### config.mk
export PLATFORM = sky130hd
export DESIGN_NAME = evenodd_parity_encoder
export DESIGN_NICKNAME = d
export VERILOG_FILES = /design/src/rtl/evo_pkg.sv /design/src/rtl/evo_cell.sv /design/src/rtl/evenodd_parity_encoder.sv
export SDC_FILE = /design/constraint.sdc
export NUM_CORES = 2
export LEC_CHECK = 0
export ABC_AREA = 0
export ABC_CLOCK_PERIOD_IN_PS = 3700
export BUFFER_PORTS_ARGS = -buffer_cell sky130_fd_sc_hd__buf_2
export CORE_MARGIN = 5
export CORE_UTILIZATION = 62
export DETAILED_ROUTE_END_ITERATION = 16
export PLACE_DENSITY = 0.9
export SLEW_MARGIN = 30
export SYNTH_ARGS = -nofsm -noshare
export SYNTH_HDL_FRONTEND = slang
export SYNTH_SLANG_ARGS = --single-unit
### constraint.sdc
create_clock -name i_clk -period 3.7 [get_ports i_clk]
set_clock_uncertainty 0.1 [all_clocks]
set_input_delay 0.185 -clock i_clk [delete_from_list [all_inputs] [get_ports i_clk]]
set_output_delay 0.185 -clock i_clk [all_outputs]
set_load 0.02 [all_outputs]
### src/rtl/evo_pkg.sv
package evo_pkg;

    // Stripe geometry: DATA_DISKS data disks (assumed prime), DATA_DISKS-1 rows.
    localparam int DATA_DISKS = 5;
    localparam int ROWS       = DATA_DISKS - 1;
    localparam int NUM_CELLS  = 2 * ROWS;
    localparam int WORD_W     = 64;

    // Width that holds disk + row sums, DATA_DISKS itself and every cell index.
    localparam int DIAG_W = $clog2(DATA_DISKS + 8);
    // Drain counter width: indexes the 2*ROWS parity items of one stripe.
    localparam int CNT_W  = $clog2(NUM_CELLS);

    localparam logic KIND_ROW  = 1'b0;
    localparam logic KIND_DIAG = 1'b1;

    typedef struct packed {
        logic [2:0]        disk_index;
        logic [1:0]        row_index;
        logic [WORD_W-1:0] data_word;
        logic              last_in_stripe;
    } t_in_item;

    typedef struct packed {
        logic              parity_kind;
        logic [1:0]        parity_row;
        logic [WORD_W-1:0] parity_word;
        logic              last_parity;
    } t_out_item;

    typedef struct packed {
        logic hit;    // fold the incoming data word into this cell
        logic shift;  // take the neighbor's word
    } t_cell_ctl;

endpackage

### src/rtl/evo_cell.sv
module evo_cell (
    input  logic                       i_clk,
    input  logic                       i_rst_n,
    input  evo_pkg::t_cell_ctl         i_ctl,
    input  logic [evo_pkg::WORD_W-1:0] i_data,
    input  logic [evo_pkg::WORD_W-1:0] i_shift_in,
    output logic [evo_pkg::WORD_W-1:0] o_word
);
    import evo_pkg::*;

    logic [WORD_W-1:0] r_word;
    logic [WORD_W-1:0] n_word;

    // Shift wins; a hit folds the word in.
    always_comb begin
        n_word = r_word;
        if (i_ctl.shift) begin
            n_word = i_shift_in;
        end else if (i_ctl.hit) begin
            n_word = r_word ^ i_data;
        end
    end

    always_ff @(posedge i_clk) begin
        if (!i_rst_n) begin
            r_word <= '0;
        end else begin
            r_word <= n_word;
        end
    end

    assign o_word = r_word;

endmodule

### src/rtl/evenodd_parity_encoder.sv
// EVENODD encoder: row and diagonal parity over a stripe of DATA_DISKS x (DATA_DISKS-1) words.
// Throughput: one data item per cycle while accumulating; the cell row folds each word in place.
// Drain: after the item marked last, 2*(DATA_DISKS-1) parity items leave one per cycle while i_out_ready
// is high; the drain flag is set first, then the chain's shift through the output register paces it.
// Input is held off during the drain.
// Reset (i_rst_n low, synchronous): all parity cells and the adjuster clear to zero, no output pending.
module evenodd_parity_encoder (
    input  logic               i_clk,
    input  logic               i_rst_n,
    input  logic               i_in_valid,
    output logic               o_in_ready,
    input  evo_pkg::t_in_item  i_in_item,
    output logic               o_out_valid,
    input  logic               i_out_ready,
    output evo_pkg::t_out_item o_out_item
);
    import evo_pkg::*;

    // Control state
    logic              r_drain;
    logic              n_drain;
    logic [CNT_W-1:0]  r_cnt;
    logic [CNT_W-1:0]  n_cnt;
    logic              r_out_valid;
    logic              n_out_valid;
    t_out_item         r_out_item;
    t_out_item         n_out_item;
    // Special-diagonal accumulator
    logic [WORD_W-1:0] r_adj;
    logic [WORD_W-1:0] n_adj;

    logic              w_accept;
    logic              w_in_range;
    logic [DIAG_W-1:0] w_row;
    logic [DIAG_W-1:0] w_sum;
    logic [DIAG_W-1:0] w_diag;
    logic              w_load;
    logic              w_is_diag;
    logic [CNT_W-1:0]  w_num;

    t_cell_ctl         w_ctl  [NUM_CELLS];
    logic [WORD_W-1:0] w_word [NUM_CELLS];

    // Take input only outside the parity drain.
    assign o_in_ready = !r_drain;
    assign w_accept   = i_in_valid && o_in_ready;

    // Words off the stripe (bad disk or row) are dropped, but last still counts.
    assign w_row      = DIAG_W'(i_in_item.row_index);
    assign w_in_range = (DIAG_W'(i_in_item.disk_index) < DIAG_W'(DATA_DISKS))
                     && (w_row < DIAG_W'(ROWS));

    // Diagonal (disk + row) mod k: the sum stays below 2k, so one subtract does it.
    assign w_sum  = DIAG_W'(i_in_item.disk_index) + w_row;
    assign w_diag = (w_sum >= DIAG_W'(DATA_DISKS)) ? (w_sum - DIAG_W'(DATA_DISKS)) : w_sum;

    // During the drain, advance the chain whenever the output register is free or being emptied.
    assign w_load = r_drain && (!r_out_valid || i_out_ready);

    // Cells 0..ROWS-1 hold row parity, cells ROWS..2*ROWS-1 diagonal parity.
    // During the drain each cell hands its word toward cell 0, and zeros enter at the far end,
    // so the stores come out cleared after the last shift.
    for (genvar j = 0; j < NUM_CELLS; j++) begin : g_cell
        logic [WORD_W-1:0] w_shift_in;

        if (j < ROWS) begin : g_row
            assign w_ctl[j].hit = w_accept && w_in_range && (w_row == DIAG_W'(j));
        end else begin : g_diag
            assign w_ctl[j].hit = w_accept && w_in_range && (w_diag == DIAG_W'(j - ROWS));
        end
        assign w_ctl[j].shift = w_load;

        if (j == NUM_CELLS - 1) begin : g_tail
            assign w_shift_in = '0;
        end else begin : g_link
            assign w_shift_in = w_word[j+1];
        end

        evo_cell u_cell (
            .i_clk      (i_clk),
            .i_rst_n    (i_rst_n),
            .i_ctl      (w_ctl[j]),
            .i_data     (i_in_item.data_word),
            .i_shift_in (w_shift_in),
            .o_word     (w_word[j])
        );
    end

    // Head-of-chain item: row parities first, then diagonals with the adjuster folded in.
    assign w_is_diag = (r_cnt >= CNT_W'(ROWS));
    assign w_num     = w_is_diag ? (r_cnt - CNT_W'(ROWS)) : r_cnt;

    always_comb begin
        n_drain     = r_drain;
        n_cnt       = r_cnt;
        n_adj       = r_adj;
        n_out_valid = r_out_valid;
        n_out_item  = r_out_item;

        if (r_out_valid && i_out_ready) begin
            n_out_valid = 1'b0;
        end

        // Hold the special diagonal aside; it adjusts every diagonal on the way out.
        if (w_accept && w_in_range && (w_diag == DIAG_W'(DATA_DISKS - 1))) begin
            n_adj = r_adj ^ i_in_item.data_word;
        end

        if (w_accept && i_in_item.last_in_stripe) begin
            n_drain = 1'b1;
            n_cnt   = '0;
        end

        if (w_load) begin
            n_out_valid             = 1'b1;
            n_out_item.parity_kind  = w_is_diag ? KIND_DIAG : KIND_ROW;
            n_out_item.parity_row   = w_num[1:0];
            n_out_item.parity_word  = w_is_diag ? (w_word[0] ^ r_adj) : w_word[0];
            n_out_item.last_parity  = (r_cnt == CNT_W'(NUM_CELLS - 1));
            if (r_cnt == CNT_W'(NUM_CELLS - 1)) begin
                // Drop out of the drain and clear the adjuster for the next stripe.
                n_drain = 1'b0;
                n_cnt   = '0;
                n_adj   = '0;
            end else begin
                n_cnt = r_cnt + CNT_W'(1);
            end
        end
    end

    always_ff @(posedge i_clk) begin
        if (!i_rst_n) begin
            r_drain     <= 1'b0;
            r_cnt       <= '0;
            r_out_valid <= 1'b0;
            r_adj       <= '0;
        end else begin
            r_drain     <= n_drain;
            r_cnt       <= n_cnt;
            r_out_valid <= n_out_valid;
            r_adj       <= n_adj;
        end
    end

    always_ff @(posedge i_clk) begin
        r_out_item <= n_out_item;
    end

    assign o_out_valid = r_out_valid;
    assign o_out_item  = r_out_item;

    // A last item always starts the drain.
    a_last_starts_drain: assert property (@(posedge i_clk) disable iff (!i_rst_n)
        (w_accept && i_in_item.last_in_stripe) |=> r_drain)
        else $error("drain did not start after last item");

    // The counter rests at zero outside the drain.
    a_cnt_idle_zero: assert property (@(posedge i_clk) disable iff (!i_rst_n)
        !r_drain |-> (r_cnt == '0))
        else $error("drain counter not zero while idle");

    // Leaving the drain coincides with presenting the final parity item.
    a_drain_ends_last: assert property (@(posedge i_clk) disable iff (!i_rst_n)
        ($past(i_rst_n) && $fell(r_drain)) |-> (r_out_valid && r_out_item.last_parity))
        else $error("drain ended without the final parity item");

    // The final parity item is always a diagonal.
    a_last_is_diag: assert property (@(posedge i_clk) disable iff (!i_rst_n)
        (r_out_valid && r_out_item.last_parity) |-> (r_out_item.parity_kind == KIND_DIAG))
        else $error("final parity item is not a diagonal");

    // The adjuster is cleared once a stripe has drained.
    a_adj_cleared: assert property (@(posedge i_clk) disable iff (!i_rst_n)
        ($past(i_rst_n) && $fell(r_drain)) |-> (r_adj == '0))
        else $error("adjuster not cleared after drain");

endmodule

==> flow_summary.yaml <==
status:
  status: "completed"
cells_and_area:
  fillers: 3432
  fin_cells: 4154
  multiInputGateArea_um2: 15200
  antenna-diode-count: 0
  final_common_cell: "dfxtp_1"
  final_core_util_pct: 69.4
  seq_area_um2: 13700
  drive_above_1_share_pct: 8.41
  area_growth_pct: 11.3
  layout_common_cells: "580 x dfxtp_1, 450 x a21oi_1, 395 x xor2_1"
  nNetsFinal: 3566
timing:
  setup_violations: 0
  max-slew-margin-rel_pct: 39.4
  period_needed_ns: 3.06
  fin_crit_sh_pct: 82.6
  hold_violations: 0
  rsz0062_at_grt: "no"
  drv_slew: 0
  worst_pin_slew_ns: 0.910
  setup_slack_ns: 0.642
  fmax_mhz: 327
  setup-tns-final_ns: 0
die:
  die_w_um: 231
  start_util_pct: 62.4
  dieHeight_um: 231
  rows: 81
  fp.coreArea_um2: 48600
  dieArea_um2: 53500
  ios: 144
critical_path:
  cp_max_fo: 64
  crit_arrival_ns: 3.49
  path_cells: "buf_2 > ha_1 > inv_1 > fa_1 > ha_1 > or3_1 > nor4_1 > nor3_1 > a21boi_4 > buf_4 > a221o_1"
  max_stage_delay_ns: 0.73
  worstSetupStartpointType: "input port"
  worstSetupPathType: "input port to flip-flop"
  critPathLaunch: "i_in_item[65]"
  cpMaxStageDelayCell: "buf_4"
  timing.rr.start: "r_drain"
  cp_common_cell: "ha_1"
  cp-end-kind: "flip-flop"
  cp_top_family: "adder cells"
  critPathBufInv: 3
  critPathRequiredTime_ns: 4.13
clocking:
  cts.sinks: 649
  clockRootBuffer: "clkbuf_16"
  cts_tree: "built"
  clk_path_buf_depth: 3
  htree_levels: 3
  clock_latency_ns: 0.60
  clk_pin_slew_worst_paths_ns: 0.06
  cts_inserted_buffers: 67
pwr:
  p_comb_share_pct: 13.6
  irDropWorstVdd_v: 0.000329
  p_seq_share_pct: 47.4
  leakagePower_nw: 11.8
  pwr-share-clk_pct: 39.0
  p_switching_mw: 4.55
  p_int_mw: 12.2
  power_density_nw_per_um2: 497
  swShare_pct: 27.1
synthesis:
  yosysTopAreaCell: "dfxtp_1"
  synth_seq_cells: 649
  synthXorXnorAreaFrac_pct: 16.7
  synth_cells: 3513
  synthSimpleGateAreaFrac_pct: 14.8
  synthArstFlopShare_pct: 0
  synth_cell_types: 48
  netlist_area_um2: 30300
  synth-warning-count: 0
  synth_compound_area_share_pct: 18.0
  synth_top_area_share_pct: 38.3
  syn_area_per_cell_um2: 8.64
  ys.flop_type: "dfxtp_1"
  synth_seq_area_share_pct: 45.1
  yosys-top-cells-area: "dfxtp_1 38%, xor2_1 11%, a21oi_1 7.4%"
  synth_top_family_by_area: "compound AO/OA/AOI/OAI gates"
  synth_nets: 3595
  synthMuxAreaShare_pct: 0
  synth_edf_count: 68
  synthAdderAreaFrac_pct: 0.355
routing:
  met1Wirelength_um: 30400
  route.detailed.drc: 0
  dr.first_iter.drc_count: 2827
  via_per_inst: 6.05
  drtAntennaViolNets: 0
  routed_wl_um: 73800
  post_drt_wl_per_cell_um: 17.8
  vias: 25100
  wl_met3_um: 5420
  drt_first_pass_iters: 6
  top_layer: "met4"
  met2_length_um: 35700
grt:
  grt_use_total_pct: 26.8
  grt_max_degree: 283
  antenna_found_initial: 0
  grt_first_pass_wirelength_um: 122000
  grt_overflow: 0
  grt_pass1_vias: 24800
hold_path:
  hp-class: "input port to flip-flop"
  hold_start: "i_in_item[66]"
placed_design:
  dp_hpwl_um: 38300
  dp.cells: 3966
  place.gp.congestion: 0.777
  io_buffers: 143
  post-place-ws_ns: 0.0231
job:
  drv_cap: 0
-- per-stage QoR --
step	instance area [um^2]	power [mW]	hold slack, ns
finish	33800	16.8	0.398
global route	33800	17.4	0.434
CTS	33700	16.8	0.373
detailed placement	30900	10.2	0.356
global placement	30900	10.1	0.337
floorplan	30300	9.66	0.225
-- synth_stat cells, types with 5 or more instances --
cell type / number
a221o_1: 64
and3_1: 57
clkbuf_1: 266
edfxtp_1: 68
nand2b_1: 6
inv_1: 9
xnor2_1: 183
a21boi_0: 65
nor4_1: 5
nand3b_1: 64
nand2_1: 389
nor2b_1: 5
dfxtp_1: 581
nor2_1: 130
o21ai_0: 384
nor3b_1: 64
ha_1: 7
nand3_1: 204
buf_2: 66
buf_6: 13
xor2_1: 395
a21oi_1: 450
-- sequential cells by signal (all words and copies together) (netlist names) --
| register | cells |
|---|---|
| o_out_item | 68 |
| r_cnt | 3 |
| o_out_valid | 1 |
| r_adj | 64 |
| g_cell.u_cell.o_word | 512 |
| r_drain | 1 |
-- repair_timing --
item	CTS	global route
endpoints found under the hold margin	391	0
hold buffers	69	0
gates resized for setup	0	0
buffers inserted	0	0
-- logic make-up (layout without fill, tap and decap cells) --
| family | after synthesis | count (layout) |
|---|---|---|
| buffers and inverters | 362 | 381 |
| adders and majority gates | 8 | 8 |
| xor gates and xnor gates | 578 | 578 |
| DFF | 649 | 649 |
| and+or+nand+nor | 936 | 936 |
| AOI/OAI and AO/OA | 980 | 980 |
-- tightest hold or removal path: cells and delay by family --
family                 cells  cell delay [ns]
buffers and inverters      2             0.37
XOR/XNOR                   1             0.06
AO/OA/AOI/OAI              1             0.13
AND/OR/NAND/NOR            2             0.30
-- path summary, 6_finish.rpt --
kind,to,slack [ns],cells after the start
min,g_cell[3].u_cell.o_word[16],0.40,6
max reg2reg,g_cell[1].u_cell.o_word[38],0.68,8
min reg2reg,g_cell[7].u_cell.o_word[44],0.41,2
max,g_cell[5].u_cell.o_word[42],0.64,11
-- cell type report --
type,instances,share of cell area [%]
timing repair buffer,254,5.95
multi-input combinational,2502,44.9
clock buffer,104,5.99
tap,622,2.30
sequential,649,40.5
clock inverter,13,0.211
inverter,10,0.126
-- metal layers --
layer	global-route usage, %	up-vias
li1	-	11900
met1	34.6	12000
met2	44.7	1080
met3	4.12	185
met4	11.9	0
met5	0	-
-- power groups by stage --
stage	sequential (mW)	clock [mW]	combinational, mW
6_report	7.96	6.54	2.28
4_1_cts	7.95	6.59	2.22
3_5_place_dp	8.10	0	2.13
5_1_grt	8.01	6.90	2.48
2_1_floorplan	8.08	0	1.58
3_3_place_gp	8.07	0	2.07
No activity file was read; power rests on OpenSTA's default activity.
